$ cat src/sv/pnfe_pkg.sv
// Shared definitions of the Petri net firing engine: sizes, command kinds,
// status codes, configuration indices, controller states and the controller/datapath structs.
// No dependencies.
package pnfe_pkg;

    localparam int MAX_PLACES = 32;
    localparam int MAX_TRANS  = 32;
    localparam int ARC_SLOTS  = 8;

    localparam int PW    = $clog2(MAX_PLACES);
    localparam int TW    = $clog2(MAX_TRANS);
    localparam int SW    = $clog2(ARC_SLOTS);
    localparam int FW    = SW + 1;
    localparam int AW    = TW + SW;
    localparam int ARC_DEPTH = MAX_TRANS * ARC_SLOTS;
    localparam int TOK_W = 16;
    localparam int DEM_W = TOK_W + AW;

    localparam logic [1:0] ST_OK     = 2'd0;
    localparam logic [1:0] ST_COND   = 2'd1;
    localparam logic [1:0] ST_TOKENS = 2'd2;
    localparam logic [1:0] ST_RANGE  = 2'd3;

    localparam logic [2:0] CFG_COND_EN   = 3'd0;
    localparam logic [2:0] CFG_PLACES    = 3'd1;
    localparam logic [2:0] CFG_TRANS     = 3'd2;
    localparam logic [2:0] CFG_IN_ARCS   = 3'd3;
    localparam logic [2:0] CFG_OUT_ARCS  = 3'd4;

    typedef enum logic [3:0] {
        KIND_CLEAR     = 4'd0,
        KIND_ADD_ARC   = 4'd1,
        KIND_TOKENS    = 4'd2,
        KIND_COND      = 4'd3,
        KIND_QTY       = 4'd4,
        KIND_FIRE_VEC  = 4'd5,
        KIND_CHECK_VEC = 4'd6,
        KIND_FIRE_ONE  = 4'd7,
        KIND_CHECK_ONE = 4'd8,
        KIND_READ      = 4'd9
    } kind_t;

    typedef enum logic [3:0] {
        S_IDLE,
        S_DISPATCH,
        S_COND,
        S_ARC_ISSUE,
        S_ARC_ACC,
        S_TCHK,
        S_SUB,
        S_OUT_ISSUE,
        S_OUT_ACC,
        S_ADD_ISSUE,
        S_ADD_CMP,
        S_DONE
    } state_t;

    typedef struct packed {
        logic       load;
        logic       clr_fill;
        logic       wr_simple;
        logic       rd_tok;
        logic       t_init;
        logic       t_inc;
        logic       s_clr;
        logic       s_inc;
        logic       p_clr;
        logic       p_inc;
        logic       clr_demand;
        logic       rd_in;
        logic       rd_out;
        logic       acc_demand;
        logic       sub_tok;
        logic       add_tok;
        logic       wr_arc;
        logic       set_status;
        logic [1:0] status;
        logic       emit;
    } cmd_t;

    typedef struct packed {
        kind_t kind;
        logic  t_ok;
        logic  p_ok;
        logic  to_out;
        logic  commit;
        logic  cond_bad;
        logic  q_zero;
        logic  t_last;
        logic  in_end;
        logic  out_end;
        logic  sel_end;
        logic  sel_full;
        logic  dup;
        logic  tok_short;
        logic  p_last;
        logic  out_busy;
    } stat_t;

endpackage

$ cat src/sv/pnfe_ctrl.sv
// Controller of the Petri net firing engine: sequences each request through
// its phases. Depends on pnfe_pkg.
module pnfe_ctrl (
    input  logic             aclk,
    input  logic             aresetn,
    input  logic             s_valid,
    output logic             s_ready,
    input  pnfe_pkg::stat_t  stat,
    output pnfe_pkg::cmd_t   cmd
);

    pnfe_pkg::state_t state_reg, state_next;

    always_ff @(posedge aclk) begin
        if (!aresetn) begin
            state_reg <= pnfe_pkg::S_IDLE;
        end else begin
            state_reg <= state_next;
        end
    end

    assign s_ready = (state_reg == pnfe_pkg::S_IDLE);

    always_comb begin
        state_next = state_reg;
        case (state_reg)
            pnfe_pkg::S_IDLE: begin
                if (s_valid) state_next = pnfe_pkg::S_DISPATCH;
            end
            pnfe_pkg::S_DISPATCH: begin
                case (stat.kind)
                    pnfe_pkg::KIND_ADD_ARC:
                        state_next = (stat.t_ok && stat.p_ok) ? pnfe_pkg::S_ADD_ISSUE
                                                              : pnfe_pkg::S_DONE;
                    pnfe_pkg::KIND_FIRE_VEC, pnfe_pkg::KIND_CHECK_VEC:
                        state_next = pnfe_pkg::S_COND;
                    pnfe_pkg::KIND_FIRE_ONE, pnfe_pkg::KIND_CHECK_ONE:
                        state_next = stat.t_ok ? pnfe_pkg::S_COND : pnfe_pkg::S_DONE;
                    default: state_next = pnfe_pkg::S_DONE;
                endcase
            end
            pnfe_pkg::S_COND: begin
                if (stat.cond_bad) state_next = pnfe_pkg::S_DONE;
                else if (stat.t_last) state_next = pnfe_pkg::S_ARC_ISSUE;
            end
            pnfe_pkg::S_ARC_ISSUE: begin
                if (stat.q_zero || stat.in_end) begin
                    if (stat.t_last) state_next = pnfe_pkg::S_TCHK;
                end else begin
                    state_next = pnfe_pkg::S_ARC_ACC;
                end
            end
            pnfe_pkg::S_ARC_ACC: state_next = pnfe_pkg::S_ARC_ISSUE;
            pnfe_pkg::S_TCHK: begin
                if (stat.tok_short) state_next = pnfe_pkg::S_DONE;
                else if (stat.p_last)
                    state_next = stat.commit ? pnfe_pkg::S_SUB : pnfe_pkg::S_DONE;
            end
            pnfe_pkg::S_SUB: begin
                if (stat.p_last) state_next = pnfe_pkg::S_OUT_ISSUE;
            end
            pnfe_pkg::S_OUT_ISSUE: begin
                if (stat.q_zero || stat.out_end) begin
                    if (stat.t_last) state_next = pnfe_pkg::S_DONE;
                end else begin
                    state_next = pnfe_pkg::S_OUT_ACC;
                end
            end
            pnfe_pkg::S_OUT_ACC: state_next = pnfe_pkg::S_OUT_ISSUE;
            pnfe_pkg::S_ADD_ISSUE: begin
                state_next = stat.sel_end ? pnfe_pkg::S_DONE : pnfe_pkg::S_ADD_CMP;
            end
            pnfe_pkg::S_ADD_CMP: begin
                state_next = stat.dup ? pnfe_pkg::S_DONE : pnfe_pkg::S_ADD_ISSUE;
            end
            pnfe_pkg::S_DONE: begin
                if (!stat.out_busy) state_next = pnfe_pkg::S_IDLE;
            end
            default: state_next = pnfe_pkg::S_IDLE;
        endcase
    end

    always_comb begin
        cmd = '0;
        case (state_reg)
            pnfe_pkg::S_IDLE: begin
                cmd.load = s_valid;
            end
            pnfe_pkg::S_DISPATCH: begin
                cmd.set_status = 1'b1;
                cmd.status     = pnfe_pkg::ST_OK;
                case (stat.kind)
                    pnfe_pkg::KIND_CLEAR: cmd.clr_fill = 1'b1;
                    pnfe_pkg::KIND_ADD_ARC: begin
                        cmd.t_init = 1'b1;
                        cmd.s_clr  = 1'b1;
                        if (!(stat.t_ok && stat.p_ok)) cmd.status = pnfe_pkg::ST_RANGE;
                    end
                    pnfe_pkg::KIND_TOKENS: begin
                        cmd.wr_simple = 1'b1;
                        if (!stat.p_ok) cmd.status = pnfe_pkg::ST_RANGE;
                    end
                    pnfe_pkg::KIND_COND, pnfe_pkg::KIND_QTY: begin
                        cmd.wr_simple = 1'b1;
                        if (!stat.t_ok) cmd.status = pnfe_pkg::ST_RANGE;
                    end
                    pnfe_pkg::KIND_FIRE_VEC, pnfe_pkg::KIND_CHECK_VEC: begin
                        cmd.t_init = 1'b1;
                    end
                    pnfe_pkg::KIND_FIRE_ONE, pnfe_pkg::KIND_CHECK_ONE: begin
                        cmd.t_init = 1'b1;
                        if (!stat.t_ok) cmd.status = pnfe_pkg::ST_RANGE;
                    end
                    pnfe_pkg::KIND_READ: begin
                        cmd.rd_tok = 1'b1;
                        if (!stat.p_ok) cmd.status = pnfe_pkg::ST_RANGE;
                    end
                    default: cmd.status = pnfe_pkg::ST_RANGE;
                endcase
            end
            pnfe_pkg::S_COND: begin
                if (stat.cond_bad) begin
                    cmd.set_status = 1'b1;
                    cmd.status     = pnfe_pkg::ST_COND;
                end else if (stat.t_last) begin
                    cmd.t_init     = 1'b1;
                    cmd.s_clr      = 1'b1;
                    cmd.clr_demand = 1'b1;
                end else begin
                    cmd.t_inc = 1'b1;
                end
            end
            pnfe_pkg::S_ARC_ISSUE: begin
                if (stat.q_zero || stat.in_end) begin
                    if (stat.t_last) begin
                        cmd.p_clr = 1'b1;
                    end else begin
                        cmd.t_inc = 1'b1;
                        cmd.s_clr = 1'b1;
                    end
                end else begin
                    cmd.rd_in = 1'b1;
                end
            end
            pnfe_pkg::S_ARC_ACC: begin
                cmd.acc_demand = 1'b1;
                cmd.s_inc      = 1'b1;
            end
            pnfe_pkg::S_TCHK: begin
                if (stat.tok_short) begin
                    cmd.set_status = 1'b1;
                    cmd.status     = pnfe_pkg::ST_TOKENS;
                end else if (stat.p_last) begin
                    cmd.p_clr = 1'b1;
                end else begin
                    cmd.p_inc = 1'b1;
                end
            end
            pnfe_pkg::S_SUB: begin
                cmd.sub_tok = 1'b1;
                if (stat.p_last) begin
                    cmd.t_init = 1'b1;
                    cmd.s_clr  = 1'b1;
                end else begin
                    cmd.p_inc = 1'b1;
                end
            end
            pnfe_pkg::S_OUT_ISSUE: begin
                if (stat.q_zero || stat.out_end) begin
                    if (!stat.t_last) begin
                        cmd.t_inc = 1'b1;
                        cmd.s_clr = 1'b1;
                    end
                end else begin
                    cmd.rd_out = 1'b1;
                end
            end
            pnfe_pkg::S_OUT_ACC: begin
                cmd.add_tok = 1'b1;
                cmd.s_inc   = 1'b1;
            end
            pnfe_pkg::S_ADD_ISSUE: begin
                if (stat.sel_end) begin
                    cmd.set_status = 1'b1;
                    if (stat.sel_full) begin
                        cmd.status = pnfe_pkg::ST_RANGE;
                    end else begin
                        cmd.status = pnfe_pkg::ST_OK;
                        cmd.wr_arc = 1'b1;
                    end
                end else if (stat.to_out) begin
                    cmd.rd_out = 1'b1;
                end else begin
                    cmd.rd_in = 1'b1;
                end
            end
            pnfe_pkg::S_ADD_CMP: begin
                if (stat.dup) begin
                    cmd.set_status = 1'b1;
                    cmd.status     = pnfe_pkg::ST_RANGE;
                end else begin
                    cmd.s_inc = 1'b1;
                end
            end
            pnfe_pkg::S_DONE: begin
                cmd.emit = !stat.out_busy;
            end
            default: cmd = '0;
        endcase
    end

endmodule

$ cat config.mk
export PLATFORM = sky130hd
export DESIGN_NAME = pnfe_ctrl
export DESIGN_NICKNAME = d
export VERILOG_FILES = /design/src/sv/pnfe_pkg.sv /design/src/sv/pnfe_ctrl.sv
export SDC_FILE = /design/constraint.sdc
export NUM_CORES = 1
export LEC_CHECK = 0
export BUFFER_PORTS_ARGS = -buffer_cell sky130_fd_sc_hd__buf_2
export CAP_MARGIN = 20
export CORE_UTILIZATION = 50
export CTS_CLUSTER_DIAMETER = 120
export CTS_CLUSTER_SIZE = 28
export DETAILED_ROUTE_END_ITERATION = 10
export GPL_ROUTABILITY_DRIVEN = 0
export PLACE_DENSITY_LB_ADDON = 0.12
export SLEW_MARGIN = 20
export SYNTH_ARGS = -nofsm -noshare
export SYNTH_HDL_FRONTEND = slang
export SYNTH_SLANG_ARGS = --single-unit
$ cat constraint.sdc
create_clock -name aclk -period 5 [get_ports aclk]
set_input_delay 0.5 -clock aclk [delete_from_list [all_inputs] [get_ports aclk]]
set_output_delay 0.5 -clock aclk [all_outputs]
set_load 0.005 [all_outputs]
==> results of run 1 <==
## layer usage
| metal | GRT usage [%] | vias up | wire length [um] |
|---|---|---|---|
| li1 | - | 618 | - |
| met1 | 38.4 | 563 | 1240 |
| met2 | 42.3 | 74 | 1220 |
| met3 | 5.95 | 4 | 235 |
| met4 | 5.29 | 0 | 19 |
| met5 | 0 | - | 0 |
## layout make-up
| cell class | instances | area [um2] |
|---|---|---|
| multi-input combinational | 123 | 778 |
| fill | 180 | 611 |
| timing repair buffer | 43 | 215 |
| sequential | 4 | 80.1 |
| tap | 25 | 31.3 |
| inverter | 7 | 26.3 |
| clock buffer | 3 | 22.5 |
## kinds of logic (layout without fill, tap and decap cells)
family / Yosys count / count (layout) / share of synthesized area [%]
AO/OA/AOI/OAI: 44 / 44 / 33.7
buffers and inverters: 18 / 53 / 10.4
multiplexers: 4 / 4 / 4.70
flip-flops: 4 / 4 / 8.36
AND/OR/NAND/NOR: 75 / 75 / 42.8
## power by group
part	switching (mW)	total (mW)	internal [mW]
registers	0.0537	0.0968	0.0431
logic	0.156	0.288	0.132
clock network	0.0137	0.0406	0.0269
total	0.223	0.425	0.202
## worst max path at each step
stage                          to  cells after the start          from  slack, ps
final                     cmd[15]                      5  state_reg[0]       2370
after global placement    cmd[15]                      5  state_reg[0]       2730
after detailed placement  cmd[14]                      5  state_reg[2]       2670
after global routing       cmd[3]                      6  state_reg[1]       2250
after CTS                 cmd[14]                      5  state_reg[2]       2410
after floorplan            cmd[1]                      5      stat[16]       3080
## Yosys cell counts, types with 2 or more instances
cell / instances
nand3b_1: 2
nor3b_1: 3
inv_1: 5
dfxtp_1: 4
nand2_1: 12
buf_6: 3
nor2_1: 18
o31ai_1: 2
a22oi_1: 3
nand2b_1: 6
o21ai_1: 3
o41ai_1: 4
inv_2: 2
a21oi_1: 11
nor2b_1: 4
o22ai_1: 3
o21ai_0: 4
nor3_1: 13
mux2i_1: 3
and2_1: 3
buf_2: 5
## worst min-delay path, stage by stage
cell and delay (ps):
buf_2 100, nand3_1 70, o31ai_1 70
==> flow_summary.yaml, run 1 <==
clocking:
  cts_setup_buffers: 0
  cts_resized: 0
  clockBufferDepth: 2
  clk_latency_ps: 240
  h-tree-depth: 1
  cts_tree: "done"
  clock_sinks: 4
  cts_hold_buf: 0
  cts_made_buffers: 3
  clkTransAtPathRegs_ps: 40
  clockRootBuffer: "clkbuf_4"
grt:
  grt_usage_pct: 27.2
  grt_pass1_vias: 1016
  grt_first_pass_wirelength_um: 4260
  grt_remaining_overflow: 0
  grt_max_degree: 26
  antenna_found_initial: 0
finish:
  syn_to_final_growth_pct: 20.4
  final_cell_area_um2: 1150
  utilization_pct: 65.4
  drive_above_1_share_pct: 30.6
  insertedDiodeCount: 0
  fin_cells: 205
  nNetsFinal: 204
  final_cell_mix: "buf_2 (43), nor2_1 (18), nor3_1 (13)"
  largest_register_ffs: 4
  layout.cells.most_common: "buf_2"
yosys:
  yosysTopAreaCell: "dfxtp_1"
  synthCells: 145
  synthFlopType: "dfxtp_1"
  avgSynthCellArea_um2: 6.61
  synth_cell_types: 53
  synth_edf_count: 0
  yosysWarningCount: 0
  synth.top_cell.area_share_pct: 8.36
  synth_nets: 167
  synthArstFlopShare_pct: 0
  netlist_area_um2: 958
  synthTopCellsByArea: "dfxtp_1 (8.4%), nor2_1 (7.0%), nor3_1 (6.8%), a21oi_1 (5.7%), nand2_1 (4.7%)"
  ys_seq_area_share_pct: 8.36
  ys_ff_latch: 4
drt:
  wl_per_cell_um: 13.2
  drc: 0
  first_pass_iters: 5
  vias: 1259
  ant_nets: 0
  drtIter0Drc: 47
  wirelength_um: 2720
  vias_per_cell: 6.14
hold_path:
  min_path_cells: 3
  hold_path_end: "state_reg[3]"
  holdCritStartpoint: "stat[0]"
  min_path_type: "in2reg"
critical_path:
  required_ps: 4500
  path_buf_inv: 1
  r2r_end: "state_reg[2]"
  cp_max_fo: 16
  reg2reg_depth: 5
  start_kind: "register"
  path_delay_family: "simple AND/OR/NAND/NOR gates"
  cp-end-kind: "primary output"
  cp_slowest_cell: "dfxtp_1"
  crit_chain: "nand2b_1 -> o32a_1 -> nor2b_1 -> nor2_1 -> buf_2"
  arrival_ps: 2130
  critical-path-max-stage-delay_ps: 640
  rrSetupSlack_ps: 2690
  worstSetupPathType: "reg2out"
  timing.rr.start: "state_reg[0]"
pwr:
  power_leakage_nw: 0.520
  finalPower_uw: 425
  peakVddDrop_v: 0.000387
  powerDensity_nw_per_um2: 369
place:
  pre_cts_slack_ps: 2670
  place_inst: 202
  numPortBuffers: 43
  placed_area_um2: 1130
  post-dp-hpwl_um: 2070
floorplan:
  fp-row-count: 15
  die_h_um: 45.8
  core_um2: 1760
  start_util_pct: 54.3
  die-area_um2: 2100
  die_x_um: 45.8
  io_pins: 44
timing:
  slew_headroom_pct: 49.7
  postLayoutSetupSlackWorst_ps: 2370
  hold_viol: 0
  rsz0062_at_grt: "false"
  slew_viol_final: 0
  period_needed_ps: 2630
  timing.fmax_ghz: 0.380
  final.period_utilization_pct: 52.6
  clock_skew_ps: 1.96
  tns_ps: 0
  holdWs_ps: 535
  setup_viol: 0
  tightest_slew_ps: 753
status:
  status: "completed"
run:
  cap_viol_max_count: 0
Note: power is estimated with default switching activity, not from simulation.
==> inputs of run 2 (changes only) <==
ABC_AREA = 1   (was unset)
CORE_UTILIZATION = 40   (was 50)
clock period = 2.1 ns   (was 5 ns; I/O delays follow)
==> run 2 against run 1 <==
Count of clock-buffer cells in the layout stayed put. Final area is 6.5% lower. Final cell count is 19% higher. Critical path type unchanged. Critical endpoint is now cmd[1]. Largest cell class unchanged. Largest power group unchanged.
==> flow_summary.yaml, run 2 <==
status:
  status: "completed"
yosys:
  synth_nets: 195
  avgSynthCellArea_um2: 4.68
  yosysWarningCount: 0
  ys_seq_area_share_pct: 9.89
  synth_common_cells: "nand2_1 (61), nor2_1 (32), inv_1 (31)"
  ys_ff_latch: 4
  synthTopCellsByArea: "nand2_1 (28%), nor2_1 (15%), inv_1 (14%), dfxtp_1 (9.9%), nand3_1 (6.8%)"
  synthCells: 173
  synth.top_cell.area_share_pct: 28.3
  synthArstFlopShare_pct: 0
  synthFlopType: "dfxtp_1"
  yosysTopAreaCell: "nand2_1"
  synth_cell_types: 20
  netlist_area_um2: 810
  synth_edf_count: 0
  yosys.cell_count.top_type: "nand2_1"
grt:
  grt_usage_pct: 25.2
  grt_remaining_overflow: 0
  antenna_found_initial: 0
  grt_first_pass_wirelength_um: 4020
  grt_max_degree: 8
  grt_pass1_vias: 1008
finish:
  utilization_pct: 59.9
  nNetsFinal: 243
  final_cell_mix: "nand2_1 (61), buf_2 (43), nor2_1 (32)"
  layout.cells.most_common: "nand2_1"
  insertedDiodeCount: 0
  largest_register_ffs: 4
  drive_above_1_share_pct: 25.6
  fillCellCount: 208
  syn_to_final_growth_pct: 33.2
timing:
  setup_viol: 0
  timing.fmax_ghz: 0.536
  slew_headroom_pct: 76.8
  tightest_slew_ps: 346
  holdWs_ps: 264
  clock_skew_ps: 1.37
  period_needed_ps: 1870
  hold_viol: 0
  final.period_utilization_pct: 88.8
  tns_ps: 0
  rsz0062_at_grt: "false"
  slew_viol_final: 0
pwr:
  power_leakage_nw: 0.738
  finalPower_uw: 970
  peakVddDrop_v: 0.000711
  powerDensity_nw_per_um2: 900
  p_clk_share_pct: 10.1
  seq_power_share_pct: 15.8
  p_sw_share_pct: 55.1
  combPwrFrac_pct: 74.1
  power_switching_uw: 535
  p_int_uw: 435
clocking:
  cts_made_buffers: 3
  h-tree-depth: 1
  cts_resized: 0
  cts_setup_buffers: 0
  clockBufferDepth: 2
  clockRootBuffer: "clkbuf_4"
  clock_sinks: 4
  cts_hold_buf: 0
  clkTransAtPathRegs_ps: 40
  clk_latency_ps: 240
  cts_tree: "done"
critical_path:
  start_kind: "register"
  crit_start: "state_reg[0]"
  cp-end-kind: "primary output"
  worstSetupPathType: "reg2out"
  arrival_ps: 1660
  required_ps: 1890
  cp_max_fo: 6
  timing.rr.start: "state_reg[0]"
floorplan:
  io_pins: 44
  core_um2: 1800
  start_util_pct: 44.9
  fp-row-count: 15
  die_x_um: 47.0
  die-area_um2: 2210
  die_h_um: 47.0
drt:
  ant_nets: 0
  drc: 0
  vias: 1229
  drtIter0Drc: 68
  wl_per_cell_um: 10.9
  vias_per_cell: 5.04
  first_pass_iters: 4
  wirelength_um: 2670
place:
  numPortBuffers: 43
  post-dp-hpwl_um: 2220
run:
  cap_viol_max_count: 0
hold_path:
  min_path_type: "in2reg"
  holdCritStartpoint: "aresetn"
## run 2: changes by cell type after synthesis, sizes merged, moves of 7 or more
cell / change
buf: -10
inv: +25
nand2: +51
nand2b: -7
nand3: +10
nor2: +18
nor3: -10
## run 2: area by class of cell
class / instances / area, um2 / area share [%]
sequential: 4 / 80.1 / 7.42
multi-input combinational: 137 / 609 / 56.5
timing repair buffer: 43 / 215 / 20.0
inverter: 32 / 120 / 11.1
tap: 25 / 31.3 / 2.90
clock buffer: 3 / 22.5 / 2.09
## run 2: critical path, stage by stage, from the launching register on
cell and delay [ps]:
dfxtp_1 440, inv_1 130, nor2_1 210, nand3_1 160, inv_1 100, nand2_1 50, o21ai_0 100, nor2_1 70
nand2_1 60, buf_2 100
## run 2: power by group through the flow
stage	Combinational (mW)	Sequential, mW	Clock [mW]
2_1_floorplan	0.485	0.140	0
3_3_place_gp	0.701	0.144	0
3_5_place_dp	0.706	0.150	0
4_1_cts	0.709	0.151	0.100
5_1_grt	0.815	0.157	0.106
6_report	0.719	0.153	0.0979
## run 2: kinds of logic after synthesis
| kind of cell | synth area share, % |
|---|---|
| AOI/OAI and AO/OA | 12.8 |
| buffers and inverters | 14.8 |
| DFF | 9.89 |
| and+or+nand+nor | 62.4 |
## run 2: path summary, 6_finish.rpt
| check | endpoint | slack (ps) | cells after the start |
|---|---|---|---|
| worst max-delay path | cmd[1] | 230 | 9 |
| worst min-delay path | state_reg[1] | 260 | 3 |
| worst max register to register | state_reg[2] | 600 | 6 |
| worst min register to register | state_reg[2] | 520 | 2 |
## run 2: metrics by stage
step / setup slack, ps / std cells / cell area [um2]
2_1_floorplan: 788 / 173 / 810
3_3_place_gp: 535 / 241 / 1060
3_5_place_dp: 505 / 241 / 1060
4_1_cts: 249 / 244 / 1080
5_1_grt: 59.1 / 244 / 1080
6_report: 235 / 244 / 1080
## run 2: metal layers
| metal | part of all wire [%] | global-route usage (%) |
|---|---|---|
| met5 | 0 | 0 |
| met1 | 48 | 33.4 |
| met2 | 44 | 43.1 |
| met4 | 0.67 | 2.86 |
| met3 | 7.4 | 5.77 |
==> inputs of run 3 (changes only) <==
--- a/config.mk
+++ b/config.mk
@@ -10,2 +10,3 @@
 export CAP_MARGIN = 20
+export CORE_MARGIN = 2
 export CORE_UTILIZATION = 40
==> constraint.sdc (replaced) <==
create_clock -name aclk -period 2.1 [get_ports aclk]
set_input_delay 0.315 -clock aclk [delete_from_list [all_inputs] [get_ports aclk]]
set_output_delay 0.315 -clock aclk [all_outputs]
set_load 0.005 [all_outputs]
==> run 3 against run 2 <==
Sequential cell count unchanged. Clock skew grew 3.4 ps. Clock power is 5.1% lower. Via count up 0.33%. Critical path type unchanged. Critical endpoint is now cmd[16].
==> flow_summary.yaml, run 3 (synthesis results as in run 2) <==
clocking:
  clk_latency_ps: 230
  clockBufferDepth: 2
  cts_resized: 0
  cts_setup_buffers: 0
  cts_tree: "done"
  clockRootBuffer: "clkbuf_4"
  clkTransAtPathRegs_ps: 40
  clock_sinks: 4
  cts_made_buffers: 3
  cts_hold_buf: 0
  h-tree-depth: 1
drt:
  vias: 1233
  routed-wl-met3_um: 163
  wirelength_um: 2610
  drc: 0
  top_layer: "met4"
  ant_nets: 0
  drt-met1-wl_um: 1160
  met2_length_um: 1260
  drtIter0Drc: 44
  vias_per_cell: 5.01
  wl_per_cell_um: 10.6
  first_pass_iters: 4
pwr:
  power_leakage_nw: 0.738
  peakVddDrop_v: 0.000726
  powerDensity_nw_per_um2: 894
  finalPower_uw: 971
grt:
  grt_max_degree: 8
  antenna_found_initial: 0
  grt_usage_pct: 22.4
  grt_first_pass_wirelength_um: 4300
  grt_remaining_overflow: 0
  grt_pass1_vias: 1081
critical_path:
  crit_start: "state_reg[1]"
  crit_end: "cmd[16]"
  cp-end-kind: "primary output"
  cp_slowest_cell: "dfxtp_1"
  start_kind: "register"
  reg2reg_depth: 9
  timing.rr.start: "state_reg[1]"
  rrSetupSlack_ps: 620
  required_ps: 1780
  worstSetupPathType: "reg2out"
  critical-path-max-stage-delay_ps: 460
  r2r_end: "state_reg[0]"
  arrival_ps: 1610
  crit_chain: "inv_1 -> nor2_1 -> nand2_1 -> nor3_1 -> a21o_1 -> inv_1 -> nand2_1 -> buf_2"
  cp_max_fo: 7
finish:
  final_cell_mix: "nand2_1 (61), buf_2 (43), inv_1 (31)"
  drive_above_1_share_pct: 26.5
  syn_to_final_growth_pct: 34.2
  insertedDiodeCount: 0
  largest_register_ffs: 4
  layout.cells.most_common: "nand2_1"
  fillCellCount: 226
  fin_cells: 246
  nNetsFinal: 243
floorplan:
  die_h_um: 49.0
  fp-row-count: 16
  start_util_pct: 41.7
  die_x_um: 49.0
  core_um2: 1940
  io_pins: 44
  die-area_um2: 2400
timing:
  hold_viol: 0
  slew_viol_final: 0
  final.period_utilization_pct: 91.7
  holdWs_ps: 356
  rsz0062_at_grt: "false"
  setup_viol: 0
  timing.fmax_ghz: 0.519
  tns_ps: 0
  slew_headroom_pct: 82.1
  clock_skew_ps: 4.73
  tightest_slew_ps: 268
  period_needed_ps: 1930
place:
  place_inst: 243
  post-dp-hpwl_um: 2300
  numPortBuffers: 43
hold_path:
  min_path_type: "in2reg"
status:
  status: "completed"
run:
  cap_viol_max_count: 0
-- run 3: changes by cell type in the layout (fill, tap and decap cells not counted) --
cell and delta:
nor2_1 -2, nor2_2 +2
-- run 3: worst min-delay path by stage --
stage	start	end	slack (ps)	cells past startpoint
after CTS	aresetn	state_reg[2]	350	3
after global placement	state_reg[2]	state_reg[2]	490	2
after global routing	aresetn	state_reg[2]	390	3
after floorplan	state_reg[2]	state_reg[2]	480	2
final	aresetn	state_reg[2]	360	3
after detailed placement	state_reg[2]	state_reg[2]	500	2
-- run 3: report_power, final --
| part | total (mW) | internal [mW] | leakage, nW | switching (mW) |
|---|---|---|---|---|
| clock | 0.0929 | 0.0638 | 0.0138 | 0.0292 |
| combinational | 0.723 | 0.269 | 0.692 | 0.454 |
| sequential | 0.155 | 0.106 | 0.0328 | 0.0487 |
| total | 0.971 | 0.439 | 0.738 | 0.532 |
-- run 3: through the flow --
stage          instance area [um2]  util, %  worst slack (ps)
3_5_place_dp                  1060     54.5               426
2_1_floorplan                  810        -               683
6_report                      1090     55.9               175
4_1_cts                       1080     55.7               164
3_3_place_gp                  1060     54.5               467
5_1_grt                       1090     55.9              13.6
-- run 3: worst max-delay path: cells and delay by family (launching register included) --
family          cells  cell delay, ps
simple gates        4             510
flops               1             460
buf+inv             3             280
compound gates      1             130
-- run 3: cell type report --
| type | count | area (um2) | area share [%] |
|---|---|---|---|
| timing repair buffer | 43 | 215 | 19.8 |
| multi-input combinational | 137 | 614 | 56.6 |
| inverter | 32 | 120 | 11.1 |
| clock buffer | 3 | 22.5 | 2.07 |
| sequential | 4 | 80.1 | 7.37 |
| tap | 27 | 33.8 | 3.11 |
-- run 3: per-layer routing --
metal,global-route usage [%],vias up
li1,-,638
met3,2.76,4
met4,8.57,0
met1,27.4,540
met2,39.5,51
met5,0,-
